`config.mk`:
```
export PLATFORM = sky130hd
export DESIGN_NAME = four_digit_seven_segment_formatter_flat
export DESIGN_NICKNAME = d
export VERILOG_FILES = /design/src/sv/fsf_pkg.sv /design/src/sv/fsf_req_if.sv /design/src/sv/fsf_rsp_if.sv /design/src/sv/four_digit_seven_segment_formatter.sv /design/src/sv/fsf_encode.sv /design/src/sv/fsf_glyph.sv /design/src/flat_wrapper.sv
export SDC_FILE = /design/constraint.sdc
export NUM_CORES = 1
export LEC_CHECK = 0
export ABC_AREA = 1
export BUFFER_PORTS_ARGS = -buffer_cell sky130_fd_sc_hd__buf_2
export CAP_MARGIN = 5
export CORE_MARGIN = 3
export CORE_UTILIZATION = 40
export CTS_CLUSTER_DIAMETER = 80
export DETAILED_ROUTE_END_ITERATION = 16
export PLACE_DENSITY = 0.58
export RECOVER_POWER = 25
export REMOVE_ABC_BUFFERS = 1
export SYNTH_ARGS = -nofsm -noshare
export SYNTH_HDL_FRONTEND = slang
export SYNTH_SLANG_ARGS = --single-unit
```
`constraint.sdc`:
```
create_clock -name clk_i -period 11.6 [get_ports clk_i]
set_input_delay 2.32 -clock clk_i [delete_from_list [all_inputs] [get_ports clk_i]]
set_output_delay 2.32 -clock clk_i [all_outputs]
set_load 0.1 [all_outputs]
```
`src/sv/fsf_pkg.sv`:
```
`default_nettype none

package fsf_pkg;

  typedef enum logic [2:0] {
    REQ_NUMBER = 3'd0,
    REQ_HEX    = 3'd1,
    REQ_TIME   = 3'd2,
    REQ_TEXT   = 3'd3,
    REQ_CLEAR  = 3'd4
  } req_e;

  localparam logic [7:0] SEG_BLANK = 8'h00;
  localparam logic [7:0] SEG_MINUS = 8'h40;

  // index 0 is glyph '0', index 15 is glyph 'F'
  localparam logic [15:0][7:0] SEG_TABLE = {
    8'h71, 8'h79, 8'h5e, 8'h39, 8'h7c, 8'h77, 8'h6f, 8'h7f,
    8'h07, 8'h7d, 8'h6d, 8'h66, 8'h4f, 8'h5b, 8'h06, 8'h3f
  };

  localparam logic signed [15:0] NUM_MIN = -16'sd999;
  localparam logic signed [15:0] NUM_MAX = 16'sd9999;

  localparam logic [4:0] HOURS_MAX   = 5'd23;
  localparam logic [5:0] MINUTES_MAX = 6'd59;
  localparam logic [2:0] TEXT_MAX    = 3'd4;

  localparam logic [7:0] CH_ZERO    = 8'h30;
  localparam logic [7:0] CH_NINE    = 8'h39;
  localparam logic [7:0] CH_UPPER_A = 8'h41;
  localparam logic [7:0] CH_UPPER_F = 8'h46;
  localparam logic [7:0] CH_LOWER_A = 8'h61;
  localparam logic [7:0] CH_LOWER_F = 8'h66;
  localparam logic [7:0] CH_MINUS   = 8'h2d;
  localparam logic [7:0] CH_SPACE   = 8'h20;
  localparam logic [7:0] CH_QUEST   = 8'h3f;

  typedef struct packed {
    logic [2:0]        req_type;
    logic signed [15:0] number_value;
    logic [15:0]       hex_value;
    logic [4:0]        hours;
    logic [5:0]        minutes;
    logic [3:0][7:0]   text_char;
    logic [2:0]        text_length;
  } req_t;

  // pat[0] is the leftmost digit
  typedef struct packed {
    logic [3:0][7:0] pat;
    logic            colon;
  } disp_t;

  function automatic logic [7:0] hex_seg(input logic [3:0] d);
    return SEG_TABLE[d];
  endfunction

  function automatic logic [7:0] char_seg(input logic [7:0] c);
    logic [7:0] res;
    res = SEG_BLANK;
    if (c >= CH_ZERO && c <= CH_NINE) begin
      res = SEG_TABLE[c[3:0]];
    end else if ((c >= CH_UPPER_A && c <= CH_UPPER_F) ||
                 (c >= CH_LOWER_A && c <= CH_LOWER_F)) begin
      res = SEG_TABLE[4'(c[3:0] + 4'd9)];
    end else if (c == CH_MINUS) begin
      res = SEG_MINUS;
    end
    return res;
  endfunction

  function automatic logic [7:0] seg_char(input logic [7:0] p);
    logic [7:0] res;
    if (p[6:0] == SEG_MINUS[6:0]) begin
      res = CH_MINUS;
    end else if (p[6:0] == SEG_BLANK[6:0]) begin
      res = CH_SPACE;
    end else begin
      res = CH_QUEST;
    end
    for (int i = 15; i >= 0; i--) begin
      if (SEG_TABLE[i][6:0] == p[6:0]) begin
        res = (i < 10) ? 8'(CH_ZERO + 8'(i)) : 8'(CH_UPPER_A + 8'(i - 10));
      end
    end
    return res;
  endfunction

  // reciprocal multiplies, exact for n below 10000
  function automatic logic [13:0] div10(input logic [13:0] n);
    logic [30:0] prod;
    prod = 31'(n) * 31'd52429;
    return 14'(prod[30:19]);
  endfunction

  function automatic logic [13:0] div100(input logic [13:0] n);
    logic [26:0] prod;
    prod = 27'(n) * 27'd5243;
    return 14'(prod[26:19]);
  endfunction

  function automatic logic [13:0] div1000(input logic [13:0] n);
    logic [27:0] prod;
    prod = 28'(n) * 28'd8389;
    return 14'(prod[27:23]);
  endfunction

endpackage

`default_nettype wire

```
`src/sv/fsf_req_if.sv`:
```
`default_nettype none

interface fsf_req_if;
  logic               valid;
  logic               ready;
  logic [2:0]         req_type;
  logic signed [15:0] number_value;
  logic [15:0]        hex_value;
  logic [4:0]         hours;
  logic [5:0]         minutes;
  logic [7:0]         text_char_0;
  logic [7:0]         text_char_1;
  logic [7:0]         text_char_2;
  logic [7:0]         text_char_3;
  logic [2:0]         text_length;

  modport source (
    output valid, req_type, number_value, hex_value, hours, minutes,
           text_char_0, text_char_1, text_char_2, text_char_3, text_length,
    input  ready
  );

  modport sink (
    input  valid, req_type, number_value, hex_value, hours, minutes,
           text_char_0, text_char_1, text_char_2, text_char_3, text_length,
    output ready
  );
endinterface

`default_nettype wire

```
`src/sv/fsf_rsp_if.sv`:
```
`default_nettype none

interface fsf_rsp_if;
  logic       valid;
  logic       ready;
  logic [7:0] pattern_0;
  logic [7:0] pattern_1;
  logic [7:0] pattern_2;
  logic [7:0] pattern_3;
  logic       colon_on;
  logic       status;
  logic [7:0] glyph_0;
  logic [7:0] glyph_1;
  logic [7:0] glyph_2;
  logic [7:0] glyph_3;

  modport source (
    output valid, pattern_0, pattern_1, pattern_2, pattern_3, colon_on, status,
           glyph_0, glyph_1, glyph_2, glyph_3,
    input  ready
  );

  modport sink (
    input  valid, pattern_0, pattern_1, pattern_2, pattern_3, colon_on, status,
           glyph_0, glyph_1, glyph_2, glyph_3,
    output ready
  );
endinterface

`default_nettype wire

```
`src/sv/four_digit_seven_segment_formatter.sv`:
```
// a taken request beat waits in the input register; its result is offered from the result register once that is free
// throughput: one request per cycle while results are taken, set by a single register-to-register pass
// the display state updates in the same cycle the result register loads
// reset: asynchronous, active low; clears the display to blank, colon off,
// and empties the input and result registers
`default_nettype none

module four_digit_seven_segment_formatter
  import fsf_pkg::*;
(
  input  logic       clk_i,
  input  logic       rst_ni,
  fsf_req_if.sink    req_i,
  fsf_rsp_if.source  rsp_o
);

  logic            in_valid_q;
  req_t            req_q;
  req_t            req_in;
  logic            out_valid_q;
  logic            out_free;
  logic            advance;
  logic            in_ready;
  disp_t           disp_q;
  disp_t           disp_d;
  logic            status_q;
  logic            status_d;
  logic [3:0][7:0] glyph_q;
  logic [3:0][7:0] glyph_d;

  assign req_in = '{
    req_type:     req_i.req_type,
    number_value: req_i.number_value,
    hex_value:    req_i.hex_value,
    hours:        req_i.hours,
    minutes:      req_i.minutes,
    text_char:    {req_i.text_char_3, req_i.text_char_2,
                   req_i.text_char_1, req_i.text_char_0},
    text_length:  req_i.text_length
  };

  assign out_free    = !out_valid_q || rsp_o.ready;
  assign advance     = in_valid_q && out_free;
  assign in_ready    = !in_valid_q || advance;
  assign req_i.ready = in_ready;

  fsf_encode u_encode (
    .req_i    (req_q),
    .cur_i    (disp_q),
    .nxt_o    (disp_d),
    .status_o (status_d)
  );

  fsf_glyph u_glyph (
    .pat_i   (disp_d.pat),
    .glyph_o (glyph_d)
  );

  always_ff @(posedge clk_i or negedge rst_ni) begin
    if (!rst_ni) begin
      in_valid_q  <= 1'b0;
      out_valid_q <= 1'b0;
      disp_q      <= '0;
    end else begin
      if (in_ready) begin
        in_valid_q <= req_i.valid;
      end
      if (out_free) begin
        out_valid_q <= advance;
      end
      if (advance) begin
        disp_q <= disp_d;
      end
    end
  end

  always_ff @(posedge clk_i) begin
    if (req_i.valid && in_ready) begin
      req_q <= req_in;
    end
    if (advance) begin
      status_q <= status_d;
      glyph_q  <= glyph_d;
    end
  end

  // the result pattern always equals the stored display
  assign rsp_o.valid     = out_valid_q;
  assign rsp_o.pattern_0 = disp_q.pat[0];
  assign rsp_o.pattern_1 = disp_q.pat[1];
  assign rsp_o.pattern_2 = disp_q.pat[2];
  assign rsp_o.pattern_3 = disp_q.pat[3];
  assign rsp_o.colon_on  = disp_q.colon;
  assign rsp_o.status    = status_q;
  assign rsp_o.glyph_0   = glyph_q[0];
  assign rsp_o.glyph_1   = glyph_q[1];
  assign rsp_o.glyph_2   = glyph_q[2];
  assign rsp_o.glyph_3   = glyph_q[3];

endmodule

`default_nettype wire

```
`src/sv/fsf_encode.sv`:
```
`default_nettype none

module fsf_encode
  import fsf_pkg::*;
(
  input  req_t  req_i,
  input  disp_t cur_i,
  output disp_t nxt_o,
  output logic  status_o
);

  logic signed [15:0] clamped;
  logic               neg;
  logic [13:0]        mag;
  logic [13:0]        q1, q2, q3;
  logic [3:0]         d0, d1, d2, d3;
  logic [3:0][7:0]    num_pat;
  logic [3:0][7:0]    hex_pat;
  logic [3:0][7:0]    time_pat;
  logic [3:0][7:0]    text_pat;
  logic [13:0]        hq, mq;
  logic               time_err;
  logic [2:0]         len;

  // decimal
  always_comb begin
    if (req_i.number_value < NUM_MIN) begin
      clamped = NUM_MIN;
    end else if (req_i.number_value > NUM_MAX) begin
      clamped = NUM_MAX;
    end else begin
      clamped = req_i.number_value;
    end
    neg = clamped[15];
    mag = neg ? 14'(-clamped) : 14'(clamped);
    q1  = div10(mag);
    q2  = div100(mag);
    q3  = div1000(mag);
    d0  = 4'(mag - 14'(q1 * 14'd10));
    d1  = 4'(q1 - 14'(q2 * 14'd10));
    d2  = 4'(q2 - 14'(q3 * 14'd10));
    d3  = 4'(q3);

    num_pat    = {4{SEG_BLANK}};
    num_pat[3] = hex_seg(d0);
    if (mag >= 14'd10)   num_pat[2] = hex_seg(d1);
    if (mag >= 14'd100)  num_pat[1] = hex_seg(d2);
    if (mag >= 14'd1000) num_pat[0] = hex_seg(d3);
    // minus sits just left of the leading digit
    if (neg) begin
      if (mag >= 14'd100) begin
        num_pat[0] = SEG_MINUS;
      end else if (mag >= 14'd10) begin
        num_pat[1] = SEG_MINUS;
      end else begin
        num_pat[2] = SEG_MINUS;
      end
    end
  end

  // hex
  always_comb begin
    for (int i = 0; i < 4; i++) begin
      hex_pat[i] = hex_seg(req_i.hex_value[4*(3-i) +: 4]);
    end
  end

  // time
  always_comb begin
    time_err    = (req_i.hours > HOURS_MAX) || (req_i.minutes > MINUTES_MAX);
    hq          = div10(14'(req_i.hours));
    mq          = div10(14'(req_i.minutes));
    time_pat[0] = hex_seg(4'(hq));
    time_pat[1] = hex_seg(4'(14'(req_i.hours) - 14'(hq * 14'd10)));
    time_pat[2] = hex_seg(4'(mq));
    time_pat[3] = hex_seg(4'(14'(req_i.minutes) - 14'(mq * 14'd10)));
  end

  // text
  always_comb begin
    len = (req_i.text_length > TEXT_MAX) ? TEXT_MAX : req_i.text_length;
    for (int i = 0; i < 4; i++) begin
      text_pat[i] = (3'(i) < len) ? char_seg(req_i.text_char[i]) : SEG_BLANK;
    end
  end

  always_comb begin
    nxt_o    = cur_i;
    status_o = 1'b0;
    unique case (req_e'(req_i.req_type))
      REQ_NUMBER: begin
        nxt_o = '{pat: num_pat, colon: 1'b0};
      end
      REQ_HEX: begin
        nxt_o = '{pat: hex_pat, colon: 1'b0};
      end
      REQ_TIME: begin
        if (time_err) begin
          status_o = 1'b1;
        end else begin
          nxt_o = '{pat: time_pat, colon: 1'b1};
        end
      end
      REQ_TEXT: begin
        nxt_o = '{pat: text_pat, colon: 1'b0};
      end
      REQ_CLEAR: begin
        nxt_o = '{pat: {4{SEG_BLANK}}, colon: 1'b0};
      end
      default: begin
        nxt_o = cur_i;
      end
    endcase
  end

endmodule

`default_nettype wire

```
`src/sv/fsf_glyph.sv`:
```
`default_nettype none

module fsf_glyph
  import fsf_pkg::*;
(
  input  logic [3:0][7:0] pat_i,
  output logic [3:0][7:0] glyph_o
);

  always_comb begin
    for (int i = 0; i < 4; i++) begin
      glyph_o[i] = seg_char(pat_i[i]);
    end
  end

endmodule

`default_nettype wire
```
`src/flat_wrapper.sv`:
```
// flat-port wrapper written by rule: the top's interface ports become plain ports
module four_digit_seven_segment_formatter_flat import fsf_pkg::*;
  (clk_i, rst_ni, req_i_valid, req_i_req_type, req_i_number_value, req_i_hex_value, req_i_hours, req_i_minutes, req_i_text_char_0, req_i_text_char_1, req_i_text_char_2, req_i_text_char_3, req_i_text_length, req_i_ready, rsp_o_valid, rsp_o_pattern_0, rsp_o_pattern_1, rsp_o_pattern_2, rsp_o_pattern_3, rsp_o_colon_on, rsp_o_status, rsp_o_glyph_0, rsp_o_glyph_1, rsp_o_glyph_2, rsp_o_glyph_3, rsp_o_ready);
  fsf_req_if req_i_i ();
  fsf_rsp_if rsp_o_i ();
  input  logic clk_i;
  input  logic rst_ni;
  input wire logic [$bits(req_i_i.valid)-1:0] req_i_valid;
  input wire logic [$bits(req_i_i.req_type)-1:0] req_i_req_type;
  input wire logic [$bits(req_i_i.number_value)-1:0] req_i_number_value;
  input wire logic [$bits(req_i_i.hex_value)-1:0] req_i_hex_value;
  input wire logic [$bits(req_i_i.hours)-1:0] req_i_hours;
  input wire logic [$bits(req_i_i.minutes)-1:0] req_i_minutes;
  input wire logic [$bits(req_i_i.text_char_0)-1:0] req_i_text_char_0;
  input wire logic [$bits(req_i_i.text_char_1)-1:0] req_i_text_char_1;
  input wire logic [$bits(req_i_i.text_char_2)-1:0] req_i_text_char_2;
  input wire logic [$bits(req_i_i.text_char_3)-1:0] req_i_text_char_3;
  input wire logic [$bits(req_i_i.text_length)-1:0] req_i_text_length;
  output wire logic [$bits(req_i_i.ready)-1:0] req_i_ready;
  output wire logic [$bits(rsp_o_i.valid)-1:0] rsp_o_valid;
  output wire logic [$bits(rsp_o_i.pattern_0)-1:0] rsp_o_pattern_0;
  output wire logic [$bits(rsp_o_i.pattern_1)-1:0] rsp_o_pattern_1;
  output wire logic [$bits(rsp_o_i.pattern_2)-1:0] rsp_o_pattern_2;
  output wire logic [$bits(rsp_o_i.pattern_3)-1:0] rsp_o_pattern_3;
  output wire logic [$bits(rsp_o_i.colon_on)-1:0] rsp_o_colon_on;
  output wire logic [$bits(rsp_o_i.status)-1:0] rsp_o_status;
  output wire logic [$bits(rsp_o_i.glyph_0)-1:0] rsp_o_glyph_0;
  output wire logic [$bits(rsp_o_i.glyph_1)-1:0] rsp_o_glyph_1;
  output wire logic [$bits(rsp_o_i.glyph_2)-1:0] rsp_o_glyph_2;
  output wire logic [$bits(rsp_o_i.glyph_3)-1:0] rsp_o_glyph_3;
  input wire logic [$bits(rsp_o_i.ready)-1:0] rsp_o_ready;
  assign req_i_i.valid = req_i_valid;
  assign req_i_i.req_type = req_i_req_type;
  assign req_i_i.number_value = req_i_number_value;
  assign req_i_i.hex_value = req_i_hex_value;
  assign req_i_i.hours = req_i_hours;
  assign req_i_i.minutes = req_i_minutes;
  assign req_i_i.text_char_0 = req_i_text_char_0;
  assign req_i_i.text_char_1 = req_i_text_char_1;
  assign req_i_i.text_char_2 = req_i_text_char_2;
  assign req_i_i.text_char_3 = req_i_text_char_3;
  assign req_i_i.text_length = req_i_text_length;
  assign req_i_ready = req_i_i.ready;
  assign rsp_o_valid = rsp_o_i.valid;
  assign rsp_o_pattern_0 = rsp_o_i.pattern_0;
  assign rsp_o_pattern_1 = rsp_o_i.pattern_1;
  assign rsp_o_pattern_2 = rsp_o_i.pattern_2;
  assign rsp_o_pattern_3 = rsp_o_i.pattern_3;
  assign rsp_o_colon_on = rsp_o_i.colon_on;
  assign rsp_o_status = rsp_o_i.status;
  assign rsp_o_glyph_0 = rsp_o_i.glyph_0;
  assign rsp_o_glyph_1 = rsp_o_i.glyph_1;
  assign rsp_o_glyph_2 = rsp_o_i.glyph_2;
  assign rsp_o_glyph_3 = rsp_o_i.glyph_3;
  assign rsp_o_i.ready = rsp_o_ready;
  four_digit_seven_segment_formatter u_core (.clk_i(clk_i), .rst_ni(rst_ni), .req_i(req_i_i), .rsp_o(rsp_o_i));
endmodule
```
==> qor.yml <==
floorplan:
  start_util: 0.406
  die_h_um: 254
  dieArea_um2: 64600
  io_pins: 153
  fp-row-count: 90
  die_w_um: 254
  core_area_um2: 60700
layout:
  instances_no_fill: 4170
  nets: 4024
  area_growth_syn_to_layout_pct: 8.78
  n_antenna_cell: 0
  stdcell_area_um2: 26800
  layout-drive-gt1-share: 0.0939
clocking:
  cts_tree: "yes"
  numCtsBuffers: 17
  clock_latency_ps: 480
  cts-root-buf: "clkbuf_16"
  postCtsHoldBufs: 0
  htreeDepth: 4
  cts_sinks: 197
  clk_path_buf_depth: 2
  postCtsSetupBuffers: 0
  postCtsResizedCells: 0
  clkTransAtPathRegs_ps: 70
detailed_routing:
  wirelength_mm: 65.0
  route.detailed.drc: 0
  routed_via_density: 4.96
  dr.pass1.iters: 5
  vias: 20700
  avgRoutedWirePerCell_um: 15.6
  ant_nets: 0
  drt_iter0_drc: 1170
grt:
  antenna_found_initial: 1
  grtUsageMet1: 0.273
  gr-usage-met2: 0.355
  grt_overflow_total: 0
  grt_usage: 0.205
  first_global_vias: 20100
  top_usage_layer: "met2"
  grt_max_degree: 68
  grt_pass1_wl_mm: 105
  grt_use_met3: 0.0259
synthesis:
  synthFlopType: "edfxtp_1"
  avgSynthCellArea_um2: 7.63
  synth_cells: 3230
  synth_edf_count: 110
  ys_seq_area_frac: 0.211
  ys_types: 69
  ys_ff_latch: 197
  synthesis.area_um2: 24600
  ys.warnings.count: 0
  async_flop_share: 0.157
sta:
  final-setup-viol-count: 0
  fin_setup_tns_ps: 0
  hold_viol_final: 0
  period_needed_ps: 10280
  max_freq_mhz: 97.2
  slew_violations: 32
  tightestPinTransition_ps: 2110
  finClkSkew_ps: 21.4
  slew_headroom: -0.404
  rsz0062_at_grt: "no"
  timing.final.crit_share: 0.886
placement:
  place_area_um2: 26300
  place_inst: 4138
  hpwl_mm: 54.5
  gp_congestion: 0.909
  port-buffer-count: 144
worst_hold_path:
  hold_class: "reg2reg"
critical_path:
  critPathMaxStageDelay_ps: 550
  cpMaxStageDelayCell: "fa_1"
  required_ps: 11840
  critPathMaxFanout: 19
  startpoint_type: "flip-flop"
  path_buf_inv: 11
  crit_family: "simple AND/OR/NAND/NOR gates"
  critical_path_arrival_ps: 10520
  worstSetupPathType: "reg2reg"
  endpoint_kind: "flip-flop"
  cp_common_cell: "nand2_1"
outcome:
  violations: "max-capacitance violations, max-slew violations"
  outcome: "finished, violations left"
run:
  max_cap_viol_count: 1
[worst reg2reg max path: cells and delay by family (launching register included)]
family                     cells  cell delay, ps
AOI/OAI and AO/OA              1              80
buffers and inverters         11             960
xor gates and xnor gates       1             340
adders and majority gates      9            3750
DFF                            1             460
and+or+nand+nor               38            4480
[cells by family after synthesis]
family / share of synthesized area
adders and majority gates: 0.329
and+or+nand+nor: 0.241
buffers and inverters: 0.108
AOI/OAI and AO/OA: 0.0981
other: 0.000152
DFF: 0.211
xor gates and xnor gates: 0.0120
[cells in the final DEF (no fill, tap or decap), types with 27 or more instances in the layout]
cell	netlist	routed
nor3_1	42	41
a21oi_1	110	110
buf_2	6	118
nor2_1	264	264
dfrtp_1	31	31
inv_1	614	612
dfxtp_1	56	56
o21ai_0	174	174
fa_1	140	140
nand2_2	29	30
edfxtp_1	110	110
nand4_1	53	53
clkbuf_1	25	27
nand3_1	153	153
inv_2	26	27
nand2_1	680	679
ha_1	424	424
[layout make-up]
cell class                 instances  area [um2]
clock buffer                      21         482
tap                              782         978
multi-input combinational       2354       16800
fill                            6244       33900
clock inverter                    11        87.6
inverter                         641        2410
sequential                       197        5200
timing repair buffer             164         838
[path summary, 6_finish.rpt]
path	cells after the start	slack (ps)	end	start
min in group asynchronous	1	2440	u_core.rsp_o.colon_on	rst_ni
hold reg to reg	2	520	u_core.rsp_o.pattern_3[4]	u_core.rsp_o.pattern_3[4]
max in group asynchronous	1	7930	u_core.rsp_o.pattern_3[4]	rst_ni
hold / removal	2	520	u_core.rsp_o.pattern_3[4]	u_core.rsp_o.pattern_3[4]
setup reg to reg	60	1320	u_core.rsp_o.glyph_2[3]	u_core.req_q[68]
setup / recovery	60	1320	u_core.rsp_o.glyph_2[3]	u_core.req_q[68]
[Yosys cell counts (5+ instances only)]
master	n	area, um2
a31oi_1	21	131
o221ai_1	5	43.8
o21ai_0	174	871
fa_1	140	2800
o31ai_1	5	37.5
ha_1	424	5310
nor2_2	9	56.3
buf_2	6	30.0
o21a_1	5	37.5
or2_2	20	125
nand3b_1	15	113
o21ai_1	15	75.1
dfxtp_1	56	1120
nor4_1	6	37.5
edfxtp_1	110	3300
nor3_1	42	210
nand3_2	15	150
nand3_1	153	766
inv_2	26	97.6
buf_4	9	67.6
nand4_1	53	332
a21oi_1	110	551
nor2_4	5	56.3
inv_1	614	2300
nor2_1	264	991
xnor2_1	10	87.6
o22ai_1	23	144
nand2_2	29	181
nand2_4	5	56.3
a31o_2	10	87.6
a21o_1	5	37.5
a21oi_2	5	43.8
dfrtp_1	31	776
xor2_1	22	193
nand2_1	680	2550
clkbuf_1	25	93.8
o211ai_1	18	135
[through the flow]
stage / hold WS, ps / util / worst slack, ps
2_1_floorplan: 599 / - / 1980
3_3_place_gp: 491 / 0.433 / 1460
3_5_place_dp: 501 / 0.433 / 1310
4_1_cts: 526 / 0.442 / 1260
5_1_grt: 552 / 0.442 / 235
6_report: 520 / 0.442 / 1320
[metal layers]
layer,up-vias,share of wire
met3,63,0.040
li1,10700,-
met2,365,0.48
met1,9563,0.46
met4,2,0.019
met5,-,0.00020
Power is not shown: default switching activity piles up to over one toggle a cycle in this logic, so the estimate is an artifact.
